--- src/sgnms_pkg.sv ---
`default_nettype none
// ----------------------------------------------------------------------------
// Sobel / non-maximum suppression package
// Shared constants, types and the angle sector decision.
// ----------------------------------------------------------------------------
package sgnms_pkg;

  localparam int unsigned MaxWidthDefault = 1024;
  localparam int unsigned PixW     = 8;
  localparam int unsigned RowW     = 13;
  localparam int unsigned CfgDataW = 13;
  localparam int unsigned CfgIdxW  = 2;
  localparam int unsigned MagW     = 21;
  localparam int unsigned EdgeW    = 11;
  localparam int unsigned GradW    = 12;
  localparam int unsigned AbsW     = 11;
  localparam int unsigned ProdW    = 37;
  localparam int unsigned SqrtW    = MagW + 1;

  localparam int unsigned WidthReset  = 640;
  localparam int unsigned HeightReset = 480;
  localparam int unsigned HeightMax   = 4096;
  localparam int unsigned DimMin      = 3;

  localparam logic [CfgIdxW-1:0] CfgIdxWidth  = CfgIdxW'(0);
  localparam logic [CfgIdxW-1:0] CfgIdxHeight = CfgIdxW'(1);

  // tan(22.5 deg) and tan(67.5 deg) scaled by 2^24.
  localparam logic [22:0] TanLo = 23'd6949350;
  localparam logic [25:0] TanHi = 26'd40503782;

  typedef enum logic [1:0] {
    SecHorz,
    SecDiagUp,
    SecVert,
    SecDiagDown
  } sector_e;

  typedef enum logic [2:0] {
    FrIdle,
    FrWindow,
    FrGrad,
    FrMag,
    FrPush
  } front_state_e;

  typedef enum logic [2:0] {
    BkIdle,
    BkWindow,
    BkNms,
    BkSqrt,
    BkOut
  } back_state_e;

  typedef struct packed {
    logic            out_valid;
    logic            interior;
    logic            last;
    logic            slot;
    logic [MagW-1:0] magsq;
    sector_e         sector;
  } nms_item_t;

  // neg: folded sx is negative; zero: both gradients are zero.
  function automatic sector_e sector_of(input logic neg, input logic zero,
                                        input logic [ProdW-1:0] lhs,
                                        input logic [ProdW-1:0] lo,
                                        input logic [ProdW-1:0] hi);
    sector_e s;
    s = SecHorz;
    if (zero) begin
      s = SecHorz;
    end else if (!neg) begin
      if (lhs < lo) s = SecHorz;
      else if (lhs < hi) s = SecDiagUp;
      else s = SecVert;
    end else begin
      if (lhs <= lo) s = SecHorz;
      else if (lhs <= hi) s = SecDiagDown;
      else s = SecVert;
    end
    return s;
  endfunction

endpackage
`default_nettype wire

--- src/sgnms_queue.sv ---
`default_nettype none
// ----------------------------------------------------------------------------
// Item queue
// Four-entry FIFO between the gradient front end and the suppression back end.
// ----------------------------------------------------------------------------
module sgnms_queue import sgnms_pkg::*; #(
  parameter int unsigned DataW = 8
) (
  input  wire logic             clk_i,
  input  wire logic             rst_ni,
  input  wire logic             push_i,
  input  wire logic [DataW-1:0] data_i,
  output logic                  full_o,
  input  wire logic             pop_i,
  output logic [DataW-1:0]      data_o,
  output logic                  empty_o
);

  logic [DataW-1:0] store_q [4];
  logic [1:0] wr_q, wr_d, rd_q, rd_d;
  logic [2:0] cnt_q, cnt_d;

  always_comb begin
    wr_d  = push_i ? wr_q + 2'd1 : wr_q;
    rd_d  = pop_i ? rd_q + 2'd1 : rd_q;
    cnt_d = cnt_q + 3'(push_i) - 3'(pop_i);
  end

  always_ff @(posedge clk_i or negedge rst_ni) begin
    if (!rst_ni) begin
      wr_q  <= '0;
      rd_q  <= '0;
      cnt_q <= '0;
    end else begin
      wr_q  <= wr_d;
      rd_q  <= rd_d;
      cnt_q <= cnt_d;
    end
  end

  always_ff @(posedge clk_i) begin
    if (push_i) store_q[wr_q] <= data_i;
  end

  assign data_o  = store_q[rd_q];
  assign full_o  = (cnt_q == 3'd4);
  assign empty_o = (cnt_q == 3'd0);

endmodule
`default_nettype wire

--- config.mk ---
export PLATFORM = sky130hd
export DESIGN_NAME = sgnms_queue
export DESIGN_NICKNAME = d
export VERILOG_FILES = /design/src/sgnms_pkg.sv /design/src/sgnms_queue.sv
export SDC_FILE = /design/constraint.sdc
export NUM_CORES = 1
export LEC_CHECK = 0
export ABC_AREA = 1
export BUFFER_PORTS_ARGS = -buffer_cell sky130_fd_sc_hd__buf_2
export CORE_MARGIN = 10
export CORE_UTILIZATION = 35
export CTS_BUF_LIST = sky130_fd_sc_hd__clkbuf_16
export CTS_CLUSTER_DIAMETER = 150
export CTS_CLUSTER_SIZE = 14
export DETAILED_ROUTE_END_ITERATION = 6
export PLACE_DENSITY_LB_ADDON = 0.08
export SLEW_MARGIN = 10
export SYNTH_ARGS = -nofsm -noshare
export SYNTH_HDL_FRONTEND = slang
export SYNTH_SLANG_ARGS = --single-unit
--- constraint.sdc ---
create_clock -name clk_i -period 2.1 [get_ports clk_i]
set_clock_uncertainty 0.15 [all_clocks]
set_input_delay 0.21 -clock clk_i [delete_from_list [all_inputs] [get_ports clk_i]]
set_output_delay 0.21 -clock clk_i [all_outputs]
set_load 0.01 [all_outputs]
Word level (Yosys, flattened, before mapping):

Memories as Yosys holds them, arrays and structs flattened.
Index checks and enable logic that the tools add are counted.

* flip-flop bits (word level): 7
* RAM bits: 32
* bits of input ports: 12
* output and inout bits: 10
* logic and storage cells: 12
* memories: 1

Memories
* store_q: depth 4, bits a word 8, rd ports 1, clocked after memory_dff 0, wr ports 1, line sgnms_queue.sv:19 `logic [DataW-1:0] store_q [4];`

* add/sub/neg operators: 4
* eq/ne operators: 1
* mux-type cells: 2
* reduce and logical (&&, ||, !) cells: 1

Operator list (count)
* adder 2 x 1 -> 2 bit, second input constant: 2
* adder 3 x 1 -> 3 bit: 1
* equality test 3 bit, second input constant: 1
* zero test 3 bit: 1
* subtractor 3 x 1 -> 3 bit: 1
* 2-to-1 mux 1 bit: 2

Logic depth before layout (Yosys ltp):

* depth in word-level cells: 2
* gate-level depth with buffers: 8
* depth with buffers taken out: 8

Worst setup path after synthesis:

Ideal clock, no wire load.

* path kind: register to register
* from: register cnt_q[0]
* to: register cnt_q[2]
* setup time: 0.065 ns
* data arrival time: 1.387 ns
* data required time: 1.885 ns
* slack: 0.498 ns
* stages on the path, launching flop included: 9
* buffers on the path: 0
* clock period less this slack: 1.602 ns
* cell sequence: dfrtp_1 > inv_1 > ha_1 > inv_1 > ha_1 > fa_1 > inv_1 > nand3_1 > nand2_1

* word-level cells in the longest chain between the ends: 2

RTL lines
* start: declaration: line sgnms_queue.sv:21 `logic [2:0] cnt_q, cnt_d;`
* start signal: assignment: line sgnms_queue.sv:37 `cnt_q <= cnt_d;`
* adder 3 x 1 -> 3 bit: line sgnms_queue.sv:26 `cnt_d = cnt_q + 3'(push_i) - 3'(pop_i);`
* subtractor 3 x 1 -> 3 bit: line sgnms_queue.sv:26
* net cnt_d[2]: line sgnms_queue.sv:21

The timed path passes the listed nets, and every way through them passes these cells.
A chain may end at the register's enable or synchronous reset.

Worst setup path after layout:

* from: register rd_q[0]
* to: output port data_o[5]

* word-level cells in the longest chain between the ends: 1

RTL lines
* start: declaration: line sgnms_queue.sv:20 `logic [1:0] wr_q, wr_d, rd_q, rd_d;`
* start signal: assignment: line sgnms_queue.sv:36 `rd_q <= rd_d;`
* memory read (4 x 8 bit)
* end: declaration: line sgnms_queue.sv:15 `output logic [DataW-1:0] data_o,`

Every way passes these cells.

==> results.toml <==
[run_status]
outcome = "complete, no violations"

[cts]
clk_pin_slew_worst_paths_ns = 0.06
clk_latency_ns = 0.28
cts.htree.levels = 2
cts-resized-gates = 0
cts_setup_buffers = 0
cts_tree = "done"
cts_buffers = 5
ctsRootBufferMaster = "clkbuf_16"
cts_sinks = 39
cts_buffer_depth = 2
cts_hold_repair.buffers = 5

[grt]
grt_pass1_wl_um = 5589
antenna_found_initial = 0
grt_max_degree = 17
grt.overflow.total = 0
first_global_vias = 1197
grt_use_total_pct = 8.475

[sta]
hold_viol = 0
final.period_utilization_pct = 91.15
slew_headroom_pct = 60.34
worst_pin_slew_ns = 0.5949
fmax_ghz = 0.5224
finalSetupViolCount = 0
setup_tns_ns = 0
slew_viol_final = 0
rsz0062_at_grt = "no"
timing.hold.ws_ns = 0.003193
period_needed_ns = 1.914

[setup_path]
cp-start-kind = "flop"
path_max_fanout = 14
cp.arrival_ns = 1.55
worst-r2r-cell-count = 8
required_ns = 1.74
critPathKind = "reg2out"
endpoint_kind = "output pin"

[min_path]
hold_class = "in2reg"
holdPathStages = 2

[yosys]
ys_seq_elements = 39
synthesis.nets = 190
synthAdderAreaFrac_pct = 5.289
synth_top_family_by_area = "simple AND/OR/NAND/NOR gates"
async_flop_share_pct = 17.95
yosysSeqAreaShare_pct = 63.19
synth-simple-area-share_pct = 16.98
syn_inst = 171
synth_compound_area_share_pct = 0.2784
synth.mux.area_fraction_pct = 0
synthDistinctLibCells = 18
synth_flop_cell = "edfxtp_1"
synthXorXnorAreaFrac_pct = 1.461
yosysWarnings = 0
avgSynthCellArea_sq_um = 10.51
synth-edff-count = 32
syn_area_sq_um = 1798

[power_and_ir_drop]
p_leak_nw = 1.074
power_mw = 2.984
ir_drop_mv = 0.6240
power_density_nw_per_um2 = 1367

[drt]
wl_um = 3270
viasPerCell = 4.088
vias = 1112
drc = 0
wire_per_inst_um = 12.02
first_iter_violations = 24
ant_nets = 0
dr.pass1.iters = 4

[floorplan]
num_rows = 26
start_util_pct = 35.66
dieHeight_um = 91.68
die_w_um = 91.68
core-area_sq_um = 5042
die-area_sq_um = 8404
io_pins = 22

[layout]
final_layout_size_suffix_gt1_share_pct = 19.80
nFillCells = 475
syn2layout_area_growth_pct = 21.36
multi_input_area_sq_um = 431.7
layout_common_cells = "inv_1, nand2_1, edfxtp_1"
regArea_sq_um = 1136
nets = 220
diodes = 0
final_common_cell = "inv_1"

[place]
io_buffers = 21
dp_hpwl_um = 2287
place_congestion = 0.7157

[flow_run]
drv_cap = 0
==> per-stage QoR <==
step,util [%],instances,cell area (sq um),worst slack [ns]
global route,43.28,272,2182,0.03639
detailed placement,38.73,259,1953,0.4084
CTS,43.28,272,2182,0.1518
global placement,38.73,259,1953,0.4767
finish,43.28,272,2182,0.1858
floorplan,-,171,1798,0.4983
==> flip-flops by register name, indices dropped and copies added, names as in the netlist <==
| register | count |
|---|---|
| cnt_q | 3 |
| rd_q | 2 |
| store_q | 32 |
| wr_q | 2 |
==> Yosys cell counts (2+ instances only) <==
| library cell | instances | area [sq um] |
|---|---|---|
| ha_1 | 6 | 75.07 |
| nand2_1 | 43 | 161.4 |
| nand2_2 | 8 | 50.05 |
| inv_1 | 44 | 165.2 |
| dfrtp_1 | 7 | 175.2 |
| nand3_1 | 17 | 85.08 |
| xor2_1 | 3 | 26.28 |
| edfxtp_1 | 32 | 960.9 |
| buf_6 | 2 | 22.52 |
==> critical path, stage by stage (launching register included) <==
cell and delay, ns:
dfrtp_1 0.72, buf_4 0.25, nand2_1 0.05, nand3_1 0.07
nand2_1 0.05, buf_2 0.13
==> worst paths after layout <==
kind,startpoint,endpoint,slack [ns]
max,rd_q[0],data_o[5],0.19
min in group asynchronous,rst_ni,wr_q[0],0.15
min reg2reg,wr_q[0],wr_q[0],0.38
min,pop_i,rd_q[0],0.003
max in group asynchronous,rst_ni,rd_q[0],1.49
max reg2reg,cnt_q[0],cnt_q[2],0.41
==> layer usage <==
layer	vias up	global-route usage, %	share of wire (%)
li1	577	-	-
met1	513	9.024	44
met2	16	14.28	49
met3	6	3.341	4.8
met4	0	4.308	1.8
met5	-	0	0
==> power by group <==
part	total, mW	switching, mW	internal [mW]
Sequential	1.18	0.138	1.04
Clock	0.854	0.275	0.579
Combinational	0.952	0.594	0.358
==> layout make-up <==
type | instances | share of cell area [%]
sequential | 39 | 52.06
multi-input combinational | 81 | 19.78
inverter | 46 | 8.142
clock buffer | 7 | 8.028
timing repair buffer | 28 | 7.798
tap | 70 | 4.014
clock inverter | 1 | 0.1720
==> kinds of logic after synthesis <==
kind of cell | count (synthesis)
and+or+nand+nor | 70
buffers and inverters | 51
DFF | 39
adders and majority gates | 7
xor gates and xnor gates | 3
AOI/OAI and AO/OA | 1
No activity file was read; power rests on OpenSTA's default activity.
